$ cat config.mk
export PLATFORM = sky130hd
export DESIGN_NAME = sine_tone_generator_top
export DESIGN_NICKNAME = d
export VERILOG_FILES = /design/src/hw/rtl/stg_pkg.sv /design/src/hw/rtl/sine_tone_generator_top.sv
export SDC_FILE = /design/constraint.sdc
export NUM_CORES = 2
export LEC_CHECK = 0
export BUFFER_PORTS_ARGS = -buffer_cell sky130_fd_sc_hd__buf_2
export CORE_AREA = 2 2 295 297
export DETAILED_ROUTE_END_ITERATION = 10
export DIE_AREA = 0 0 297 299
export GPL_ROUTABILITY_DRIVEN = 0
export PLACE_DENSITY_LB_ADDON = 0.3
export SYNTH_ARGS = -nofsm -noshare
export SYNTH_HDL_FRONTEND = slang
export SYNTH_SLANG_ARGS = --single-unit
export TNS_END_PERCENT = 10
$ cat constraint.sdc
create_clock -name clock -period 13.97 [get_ports clock]
set_input_delay 1.397 -clock clock [delete_from_list [all_inputs] [get_ports clock]]
set_output_delay 1.397 -clock clock [all_outputs]
set_load 0.1 [all_outputs]
$ cat src/hw/rtl/stg_pkg.sv
// types, constants and the quarter-wave sine table of the tone generator
package stg_pkg;

   // phase and table geometry
   localparam int TABLE_BITS = 10;
   localparam int PHASE_BITS = 32;
   localparam int QBITS      = TABLE_BITS - 2;
   localparam int QN         = 1 << QBITS;

   // field widths
   localparam int KIND_W   = 2;
   localparam int STEP_W   = 32;
   localparam int DUR_W    = 20;
   localparam int VOL_W    = 16;
   localparam int SAMPLE_W = 16;
   localparam int RATE_W   = 18;
   localparam int COUNT_W  = 28;
   localparam int TAB_W    = 15;

   localparam logic [RATE_W-1:0]  RATE_RESET = RATE_W'(16000);
   localparam logic [VOL_W-1:0]   GAIN_ONE   = VOL_W'(32768);
   localparam logic [COUNT_W-1:0] COUNT_MAX  = {COUNT_W{1'b1}};
   localparam int MS_PER_S = 1000;

   // rate split into rate / 1000 and rate % 1000 by reciprocal multiply
   localparam int RATE_RECIP_W     = 19;
   localparam logic [RATE_RECIP_W-1:0] RATE_RECIP = RATE_RECIP_W'(268436);
   localparam int RATE_RECIP_SHIFT = 28;
   localparam int RATE_PROD_W      = RATE_W + RATE_RECIP_W;
   localparam int A_W              = RATE_PROD_W - RATE_RECIP_SHIFT;
   localparam int B_W              = 10;

   // count = a * dur + (b * dur) / 1000
   localparam int AD_W              = A_W + DUR_W;
   localparam int BD_W              = B_W + DUR_W;
   localparam int MILLI_RECIP_W     = 31;
   localparam logic [MILLI_RECIP_W-1:0] MILLI_RECIP = MILLI_RECIP_W'(1099511628);
   localparam int MILLI_RECIP_SHIFT = 40;
   localparam int Q2_W              = BD_W + MILLI_RECIP_W;
   localparam int QUO_W             = Q2_W - MILLI_RECIP_SHIFT;
   localparam int SUM_W             = AD_W + 1;

   // sample scaling
   localparam int PROD_W = TAB_W + VOL_W;

   // intake hold after a rate write
   localparam int SETTLE_W = 2;
   localparam logic [SETTLE_W-1:0] SETTLE_CYCLES = SETTLE_W'(2);

   typedef enum logic [KIND_W-1:0] {
      KIND_START = 2'd0,
      KIND_TICK  = 2'd1,
      KIND_STOP  = 2'd2
   } kind_type;

   // per-request control carried down the pipe
   typedef struct packed {
      logic start_ok;
      logic active;
      logic neg;
      logic top;
      logic playing;
      logic tone_end;
   } stg_ctl_type;

   typedef logic [TAB_W-1:0] qtab_type [QN];

   // taylor series of sin to the x^11 term, q30 fixed point
   function automatic logic [TAB_W-1:0] sine_entry(int unsigned i);
      logic [63:0] x;
      logic [63:0] x2;
      logic [63:0] term;
      logic [63:0] sum;
      logic [63:0] v;
      x    = (64'd1686629713 * 64'(i)) >> QBITS;
      x2   = (x * x) >> 30;
      term = x;
      sum  = x;
      term = ((term * x2) >> 30) / 64'd6;
      sum  = sum - term;
      term = ((term * x2) >> 30) / 64'd20;
      sum  = sum + term;
      term = ((term * x2) >> 30) / 64'd42;
      sum  = sum - term;
      term = ((term * x2) >> 30) / 64'd72;
      sum  = sum + term;
      term = ((term * x2) >> 30) / 64'd110;
      sum  = sum - term;
      v    = (sum * 64'd32767 + (64'd1 << 29)) >> 30;
      return (v > 64'd32767) ? TAB_W'(32767) : v[TAB_W-1:0];
   endfunction

   function automatic qtab_type build_qtab();
      qtab_type t;
      for (int unsigned i = 0; i < QN; i++) begin
         t[i] = sine_entry(i);
      end
      return t;
   endfunction

   localparam qtab_type         QTAB     = build_qtab();
   localparam logic [TAB_W-1:0] QTAB_TOP = sine_entry(QN);

endpackage

$ cat src/hw/rtl/sine_tone_generator_top.sv
// sine tone generator top level: phase accumulator, sine rom and sample pipe
//
// Direct digital synthesis tone generator. A start request loads a phase step,
// a Q15 gain (saturated at 1.0) and a sample count of rate * duration_ms / 1000;
// each tick request then returns one sine sample while samples remain, and a
// stop request ends the tone. Every request gives exactly one response, which
// passes through stage 1, stage 2 and the response register. Ticks, stops and
// rejected starts are taken one per cycle while the response side does not
// stall. An accepted start holds the intake until its sample count has gone
// through the reciprocal multipliers that replace the divide by 1000. A write
// of the rate register holds the intake while rate / 1000 and rate % 1000 are
// refreshed; the same hold follows reset. The phase carries over from tone to
// tone. Backpressure on the response port stalls the pipe.
module sine_tone_generator_top import stg_pkg::*; (
   input  logic                       clock,
   input  logic                       reset,
   input  logic                       req_valid,
   output logic                       req_ready,
   input  logic [KIND_W-1:0]          req_kind,
   input  logic [STEP_W-1:0]          req_tone_step,
   input  logic [DUR_W-1:0]           req_duration_ms,
   input  logic [VOL_W-1:0]           req_volume,
   output logic                       rsp_valid,
   input  logic                       rsp_ready,
   output logic signed [SAMPLE_W-1:0] rsp_sample,
   output logic                       rsp_accepted,
   output logic                       rsp_playing,
   output logic                       rsp_tone_end,
   input  logic                       csr_wr_en,
   input  logic [RATE_W-1:0]          csr_wr_data
);

   // rate register and its split by 1000
   logic [RATE_W-1:0]      rate_ff;
   logic [A_W-1:0]         rate_a_ff;
   logic [B_W-1:0]         rate_b_ff;
   logic [SETTLE_W-1:0]    settle_ff;
   logic [RATE_PROD_W-1:0] rate_prod;
   logic [RATE_W-1:0]      rate_a_k;

   // tone state
   logic [PHASE_BITS-1:0]  phase_ff;
   logic [PHASE_BITS-1:0]  step_ff;
   logic [VOL_W-1:0]       gain_ff;
   logic [COUNT_W-1:0]     left_ff;

   // pipe stage 1
   logic                   p1_valid_ff;
   stg_ctl_type            p1_ctl_ff;
   logic [VOL_W-1:0]       p1_gain_ff;
   logic [AD_W-1:0]        p1_ad_ff;
   logic [BD_W-1:0]        p1_bd_ff;
   logic [TAB_W-1:0]       rom_q_ff;

   // pipe stage 2
   logic                   p2_valid_ff;
   stg_ctl_type            p2_ctl_ff;
   logic [PROD_W-1:0]      p2_prod_ff;
   logic [AD_W-1:0]        p2_ad_ff;
   logic [Q2_W-1:0]        p2_q_ff;

   // response register
   logic                   out_valid_ff;
   logic [SAMPLE_W-1:0]    out_sample_ff;
   logic                   out_accepted_ff;
   logic                   out_playing_ff;
   logic                   out_tone_end_ff;

   // intake decode
   logic                   adv;
   logic                   start_busy;
   logic                   accept;
   logic [PHASE_BITS-1:0]  step_ext;
   logic [TABLE_BITS-1:0]  tab_idx;
   logic [QBITS-1:0]       tab_pos;
   logic [QBITS-1:0]       rom_addr;
   logic [COUNT_W-1:0]     left_dec;
   stg_ctl_type            ctl_in;
   logic                   tick_in;
   logic                   stop_in;
   logic [VOL_W-1:0]       gain_sat;

   // stage 1 and 2 datapath
   logic [TAB_W-1:0]       tab_val;
   logic [QUO_W-1:0]       quo;
   logic [SUM_W-1:0]       count_sum;
   logic [COUNT_W-1:0]     count;
   logic [SAMPLE_W-1:0]    mag;
   logic [SAMPLE_W-1:0]    sample_calc;
   logic                   playing_out;

   // ---------------------------------------------------------------
   // handshake: the whole pipe moves when the response slot frees up;
   // an accepted start blocks intake until its count lands
   // ---------------------------------------------------------------
   assign adv        = !out_valid_ff || rsp_ready;
   assign start_busy = (p1_valid_ff && p1_ctl_ff.start_ok) ||
                       (p2_valid_ff && p2_ctl_ff.start_ok);
   assign req_ready  = adv && !start_busy && (settle_ff == '0);
   assign accept     = req_valid && req_ready;

   // ---------------------------------------------------------------
   // rate register: a = rate / 1000 is registered from the rate register and
   // b = rate % 1000 from the rate register and a; intake waits for both
   // ---------------------------------------------------------------
   assign rate_prod = RATE_PROD_W'(rate_ff) * RATE_PROD_W'(RATE_RECIP);
   assign rate_a_k  = RATE_W'(rate_a_ff) * RATE_W'(MS_PER_S);

   always_ff @(posedge clock) begin
      if (reset) begin
         rate_ff   <= RATE_RESET;
         settle_ff <= SETTLE_CYCLES;
      end else if (csr_wr_en) begin
         rate_ff   <= csr_wr_data;
         settle_ff <= SETTLE_CYCLES;
      end else if (settle_ff != '0) begin
         settle_ff <= settle_ff - SETTLE_W'(1);
      end
   end

   always_ff @(posedge clock) begin
      rate_a_ff <= rate_prod[RATE_PROD_W-1 -: A_W];
      rate_b_ff <= B_W'(rate_ff - rate_a_k);
   end

   // ---------------------------------------------------------------
   // intake decode: phase step, tick bookkeeping and rom address
   // ---------------------------------------------------------------
   assign step_ext = PHASE_BITS'(req_tone_step);
   assign tab_idx  = phase_ff[PHASE_BITS-1 -: TABLE_BITS];
   assign tab_pos  = tab_idx[QBITS-1:0];
   // odd quadrants run the quarter table backwards
   assign rom_addr = tab_idx[QBITS] ? (~tab_pos + QBITS'(1)) : tab_pos;
   assign left_dec = left_ff - COUNT_W'(1);
   assign gain_sat = (req_volume > GAIN_ONE) ? GAIN_ONE : req_volume;

   always_comb begin
      ctl_in          = '0;
      tick_in         = 1'b0;
      stop_in         = 1'b0;
      ctl_in.playing  = (left_ff != '0);
      ctl_in.neg      = tab_idx[TABLE_BITS-1];
      ctl_in.top      = tab_idx[QBITS] && (tab_pos == '0);
      unique case (kind_type'(req_kind))
         KIND_START: begin
            ctl_in.start_ok = (step_ext != '0) && (req_duration_ms != '0);
         end
         KIND_TICK: begin
            if (left_ff != '0) begin
               tick_in         = 1'b1;
               ctl_in.active   = 1'b1;
               ctl_in.playing  = (left_dec != '0);
               ctl_in.tone_end = (left_dec == '0);
            end
         end
         KIND_STOP: begin
            stop_in        = 1'b1;
            ctl_in.playing = 1'b0;
         end
         default: begin
         end
      endcase
   end

   // ---------------------------------------------------------------
   // tone state: ticks and stops act at intake, a start's count lands at
   // the end of the pipe while intake is held
   // ---------------------------------------------------------------
   always_ff @(posedge clock) begin
      if (reset) begin
         phase_ff <= '0;
         step_ff  <= '0;
         gain_ff  <= '0;
         left_ff  <= '0;
      end else begin
         if (accept && tick_in) begin
            phase_ff <= phase_ff + step_ff;
            left_ff  <= left_dec;
         end
         if (accept && stop_in) begin
            left_ff <= '0;
         end
         if (accept && ctl_in.start_ok) begin
            step_ff <= step_ext;
            gain_ff <= gain_sat;
         end
         if (adv && p2_valid_ff && p2_ctl_ff.start_ok) begin
            left_ff <= count;
         end
      end
   end

   // ---------------------------------------------------------------
   // stage 1: sine rom read, count partial products
   // ---------------------------------------------------------------
   always_ff @(posedge clock) begin
      if (reset) begin
         p1_valid_ff <= 1'b0;
      end else if (adv) begin
         p1_valid_ff <= accept;
      end
   end

   always_ff @(posedge clock) begin
      if (adv) begin
         rom_q_ff   <= QTAB[rom_addr];
         p1_ctl_ff  <= ctl_in;
         p1_gain_ff <= gain_ff;
         p1_ad_ff   <= AD_W'(rate_a_ff) * AD_W'(req_duration_ms);
         p1_bd_ff   <= BD_W'(rate_b_ff) * BD_W'(req_duration_ms);
      end
   end

   // ---------------------------------------------------------------
   // stage 2: gain multiply, reciprocal multiply for the remainder part
   // ---------------------------------------------------------------
   // the peak of an odd quadrant sits one past the rom
   assign tab_val = p1_ctl_ff.top ? QTAB_TOP : rom_q_ff;

   always_ff @(posedge clock) begin
      if (reset) begin
         p2_valid_ff <= 1'b0;
      end else if (adv) begin
         p2_valid_ff <= p1_valid_ff;
      end
   end

   always_ff @(posedge clock) begin
      if (adv) begin
         p2_ctl_ff  <= p1_ctl_ff;
         p2_prod_ff <= PROD_W'(tab_val) * PROD_W'(p1_gain_ff);
         p2_ad_ff   <= p1_ad_ff;
         p2_q_ff    <= Q2_W'(p1_bd_ff) * Q2_W'(MILLI_RECIP);
      end
   end

   // ---------------------------------------------------------------
   // stage 3: count sum with saturation, sample sign, response register
   // ---------------------------------------------------------------
   assign quo       = p2_q_ff[Q2_W-1 -: QUO_W];
   assign count_sum = SUM_W'(p2_ad_ff) + SUM_W'(quo);
   assign count     = (count_sum > SUM_W'(COUNT_MAX)) ? COUNT_MAX : count_sum[COUNT_W-1:0];

   assign mag         = p2_prod_ff[PROD_W-1 -: SAMPLE_W];
   assign sample_calc = !p2_ctl_ff.active ? '0 :
                        p2_ctl_ff.neg     ? (~mag + SAMPLE_W'(1)) : mag;
   assign playing_out = p2_ctl_ff.start_ok ? (count != '0) : p2_ctl_ff.playing;

   always_ff @(posedge clock) begin
      if (reset) begin
         out_valid_ff <= 1'b0;
      end else if (adv) begin
         out_valid_ff <= p2_valid_ff;
      end
   end

   always_ff @(posedge clock) begin
      if (adv) begin
         out_sample_ff   <= sample_calc;
         out_accepted_ff <= p2_ctl_ff.start_ok;
         out_playing_ff  <= playing_out;
         out_tone_end_ff <= p2_ctl_ff.tone_end;
      end
   end

   assign rsp_valid    = out_valid_ff;
   assign rsp_sample   = signed'(out_sample_ff);
   assign rsp_accepted = out_accepted_ff;
   assign rsp_playing  = out_playing_ff;
   assign rsp_tone_end = out_tone_end_ff;

endmodule

### Word-level counts from Yosys, hierarchy flattened

Memories as Yosys holds them, arrays and structs flattened. A register that Yosys moved wholly into a read port is not among the register bits.
Index checks and enable logic that the tools add are counted.

* ROM bits: 3840
* memories kept: 1
* output and inout bits: 21
* register bits after elaboration: 374
* logic and storage cells: 97
* input port bits: 93

Memory list
* (name not given): words 256, bits a word 15, rd ports 1, clocked after Yosys merged registers in 1, write ports 0, line sine_tone_generator_top.sv:206 `rom_q_ff <= QTAB[rom_addr];`

* bitwise gates (word level): 3
* add/sub/neg operators: 7
* equality and inequality tests: 2
* muxes and demuxes: 15
* magnitude comparators: 2
* multiply operators: 6
* reductions and logical operators: 29

Operator list (count)
* 28-bit 2-to-1 mux: 4
* 28-bit nonzero test: 3
* 30-bit by 29-bit multiplier with 59-bit output, second input constant: 1
* 18-bit by 17-bit multiplier with 35-bit output, second input constant: 1
* 32-bit adder: 1
* 16-bit 2-to-1 mux: 2
* 32-bit nonzero test: 1
* 15-bit by 16-bit multiplier with 31-bit output: 1
* 29-bit by 21-bit adder with 30-bit output: 1
* 30-bit by 28-bit greater-than comparator with 1-bit output, second input constant: 1
* 10-bit by 20-bit multiplier with 30-bit output: 1
* 9-bit by 20-bit multiplier with 29-bit output: 1
* 28-bit zero test: 1
* 28-bit by 1-bit subtractor with 28-bit output, second input constant: 1
* 20-bit nonzero test: 1
* 16-bit by 1-bit adder with 16-bit output, second input constant: 1
* 16-bit greater-than comparator, second input constant: 1
* 16-bit NOT: 1
* 15-bit 2-to-1 mux: 1
* 1-bit logical AND: 12
* 10-bit subtractor: 1
* 9-bit by 7-bit multiplier with 7-bit output, second input constant: 1
* 8-bit NOT with 9-bit output: 1
* 8-bit by 1-bit adder with 8-bit output, second input constant: 1
* other kinds (16): 23

### Logic depth before layout (Yosys ltp)

* depth after elaboration: 10
* gate-level depth with buffers: 26
* depth with buffers taken out: 24

### Worst setup path after synthesis

OpenSTA, ideal clock, no wires.

* path kind: input -> register
* start: input rsp_ready
* end: register left_ff[9]
* data arrival time: 7.830 ns
* setup time: 0.070 ns
* buffers on the path: 2
* data required time: 13.900 ns
* cell stages on the path: 10
* slack: 6.070 ns
* path through: nor2b_1 -> inv_1 -> and4_1 -> and2_1 -> clkbuf_1 -> o311ai_2 -> nand2_1 -> clkbuf_1 -> o21ai_0 -> a21oi_1

* longest elaborated chain between the ends: 7
* elaborated cells between the ends (all ways): 11
* classes of those cells: mux (2); reduce/logical (9)

RTL lines
* from (decl): line sine_tone_generator_top.sv:24 `input logic rsp_ready,`
* 1-bit logical OR *: line sine_tone_generator_top.sv:96 `assign adv = !out_valid_ff || rsp_ready;`
* 1-bit logical AND * (2 in series): line sine_tone_generator_top.sv:99 `assign req_ready = adv && !start_busy && (settle_ff == '0);`
* net req_ready: line sine_tone_generator_top.sv:18 `output logic req_ready,`
* 1-bit logical AND *: line sine_tone_generator_top.sv:100 `assign accept = req_valid && req_ready;`
* 1-bit logical AND: line sine_tone_generator_top.sv:180 `if (accept && stop_in) begin`
* 28-bit 2-to-1 mux: line sine_tone_generator_top.sv:180
* 28-bit 2-to-1 mux: line sine_tone_generator_top.sv:187 `if (adv && p2_valid_ff && p2_ctl_ff.start_ok) begin`
* to (signal assigned): line sine_tone_generator_top.sv:178 `left_ff <= left_dec;`
* to (signal assigned): line sine_tone_generator_top.sv:188 `left_ff <= count;`
* to (decl): line sine_tone_generator_top.sv:45 `logic [COUNT_W-1:0] left_ff;`

Mark *: on every way through the listed nets, which the timed path passes. The rest lies on a longest branch.
A chain may end at the register's enable or synchronous reset.

### Final worst setup path

* start: register p1_bd_ff[15]
* end: register p2_q_ff[59], data pin

* longest elaborated chain between the ends: 1

RTL lines
* from (decl): line sine_tone_generator_top.sv:52 `logic [BD_W-1:0] p1_bd_ff;`
* from (signal assigned): line sine_tone_generator_top.sv:210 `p1_bd_ff <= BD_W'(rate_b_ff) * BD_W'(req_duration_ms);`
* 30-bit by 29-bit multiplier with 59-bit output: line sine_tone_generator_top.sv:233 `p2_q_ff <= Q2_W'(p1_bd_ff) * Q2_W'(MILLI_RECIP);`
* to (signal assigned): line sine_tone_generator_top.sv:233
* to (decl): line sine_tone_generator_top.sv:60 `logic [Q2_W-1:0] p2_q_ff;`

Every way passes these cells.

==> results_dict.tcl <==
set metrics [dict create \
    yosysSeqAreaShare_pct 15.5 \
    vias_per_cell 6.01 \
    synth_area_leaders "fa_1 (28%), ha_1 (19%), edfxtp_1 (10%)" \
    slew_violations 0 \
    whs_ns 0.416 \
    setup_tns_ns 0 \
    vias 43300 \
    relSlewSlack_pct 24.2 \
    final_util_pct 67.7 \
    drt-initial-drc-count 4406 \
    cp.required_ns 14.38 \
    hold_buffers 0 \
    first_global_vias 45100 \
    clk_pin_slew_ns 0.06 \
    async_flop_share_pct 0 \
    ys.flop_type "edfxtp_1" \
    firstDrtPassIters 11 \
    worst-setup-path-type "flip-flop to flip-flop" \
    grt_setup_unrepaired "no" \
    grt_max_degree 107 \
    finalCritPeriodShare_pct 60.8 \
    wl_per_cell_um 19.3 \
    final_cell_mix "inv_1 (1,118), ha_1 (823), fa_1 (776)" \
    drive_gt1_share_pct 4.94 \
    rows 108 \
    status "finished, violations left" \
    arrival_ns 8.90 \
    synth-edff-count 186 \
    clk_latency_ns 0.60 \
    cts_tree "done" \
    dpl.hpwl_um 107000 \
    mostFrequentLayoutCell "inv_1" \
    fmax_ghz 0.118 \
    cp_max_fo 10 \
    end_kind "flip-flop" \
    port_buffers 113 \
    cts_post_setup_buffers_inserted 0 \
    hold_path_class "flip-flop to flip-flop" \
    start_kind "flip-flop" \
    worstMarginPinSlew_ns 1.13 \
    layout.area.seq_mm2 0.00859 \
    areaGrowthSynthToFinish_pct 5.14 \
    maxCapViolCount 0 \
    cts_sinks 336 \
    cts_buffers 41 \
    diodes 0 \
    nets 7711 \
    dp.cells 7131 \
    multi_input_area_mm2 0.0417 \
    synth_top_area_cell "fa_1" \
    ys_ff_latch 336 \
    post-route-min-period_ns 8.49 \
    stdcell_count 7207 \
    wl_um 139000 \
    die_y_um 299 \
    grt_pass1_wl_um 230000 \
    drtAntennaViolNets 0 \
    fin_skew_ns 0.0418 \
    avgSynthCellArea_um2 9.11 \
    die_area_mm2 0.0888 \
    synth_cell_types 89 \
    grt_overflow 0 \
    syn-num-nets 7769 \
    clockRootBuffer "clkbuf_16" \
    setup_viol 0 \
    grt_usage_pct 31.9 \
    die_w_um 297 \
    cts_htree_levels 2 \
    clockBufferDepth 3 \
    yosys_warnings 0 \
    ios 114 \
    antenna_found_initial 0 \
    violations "DRC" \
    core_area_mm2 0.0859 \
    num-fill-cells 6663 \
    synth_area_mm2 0.0554 \
    drc_errors 4 \
    initial_core_util_pct 64.4 \
    hold_violations 0 \
    synth.top_cell.area_share_pct 28.1 \
    ctsResizeCount 0 \
    synth_cells 6077 \
]
## final cells by class
class	instances	share of cell area, %
multi-input combinational	4365	71.6
sequential	336	14.8
inverter	1122	7.25
tap	1155	2.48
clock buffer	55	1.96
timing repair buffer	153	1.49
clock inverter	21	0.509
## synth_stat cells, types with 31 or more instances
library cell	instances
nand2_1	672
o21a_1	31
nor3_1	83
inv_1	1119
a21o_1	76
nor2_1	239
and2_1	225
nor4_1	33
edfxtp_1	186
ha_1	823
o211ai_1	54
fa_1	776
a21oi_1	311
nand2b_1	35
nand3_1	102
xor2_1	49
a31oi_1	36
clkbuf_1	224
xnor2_1	121
dfxtp_1	150
o21ai_0	173
a211oi_1	48
nor2b_1	54
## routing by layer
metal  part of all wire, %  global-route usage, %  vias to the layer above
met1                    39                   41.3                    21100
met4                   5.2                   14.7                        2
met3                   7.9                   4.89                      520
li1                      -                      -                    19800
met5                 0.017                      0                        -
met2                    47                   53.2                     1963
## sequential cells by signal, summed over array words and instances, names as in the netlist, 2 cells and up
register / flops
gain_ff: 16
left_ff: 28
p1_ad_ff: 29
p1_bd_ff: 30
p1_ctl_ff: 6
p1_gain_ff: 16
p2_ad_ff: 29
p2_ctl_ff: 5
p2_prod_ff: 16
p2_q_ff: 21
phase_ff: 32
rate_a_ff: 9
rate_b_ff: 10
rate_ff: 18
rom_q_ff: 15
rsp_sample: 16
settle_ff: 2
step_ff: 32
## critical path: stages (launching register included)
cell	delay, ns
edfxtp_1	0.70
ha_1	0.36
fa_1	0.42
fa_1	0.49
inv_1	0.05
fa_1	0.50
inv_1	0.07
fa_1	0.49
fa_1	0.48
fa_1	0.51
inv_1	0.05
fa_1	0.47
inv_1	0.04
ha_1	0.33
and4_1	0.30
nand2_1	0.09
a2111oi_2	0.37
o311ai_0	0.19
a21boi_0	0.86
o311ai_1	0.34
a2111oi_0	0.79
o21ai_0	0.18
a31oi_1	0.20
## per-stage QoR
stage               cell area [um2]  setup slack (ns)
floorplan                     55400              6.07
global placement              56800              5.74
detailed placement            56800              5.46
CTS                           58200              5.45
global route                  58200              5.04
finish                        58200              5.48
## path summary, 6_finish.rpt
check        slack [ns]              startpoint  depth (start not counted)                     to
max                5.48  p1_bd_ff[15]$_DFFE_PN_                         22  p2_q_ff[59]$_DFFE_PN_
min                0.42   p1_ad_ff[9]$_DFFE_PN_                          0  p2_ad_ff[9]$_DFFE_PN_
max reg2reg        5.48  p1_bd_ff[15]$_DFFE_PN_                         22  p2_q_ff[59]$_DFFE_PN_
min reg2reg        0.42   p1_ad_ff[9]$_DFFE_PN_                          0  p2_ad_ff[9]$_DFFE_PN_
## logic make-up after synthesis
logic type               count (synthesis)  share of synthesized area [%]
flip-flops                             336                           15.5
adder cells (fa/ha/maj)               1599                           46.7
AO/OA/AOI/OAI                          947                           11.0
buffers and inverters                 1376                           9.39
AND/OR/NAND/NOR                       1618                           14.1
multiplexers                            31                          0.700
XOR/XNOR                               170                           2.69
Power is left out: the tool's default activity adds up to more than one toggle a clock period on the data nets, which glitch-free logic cannot reach.
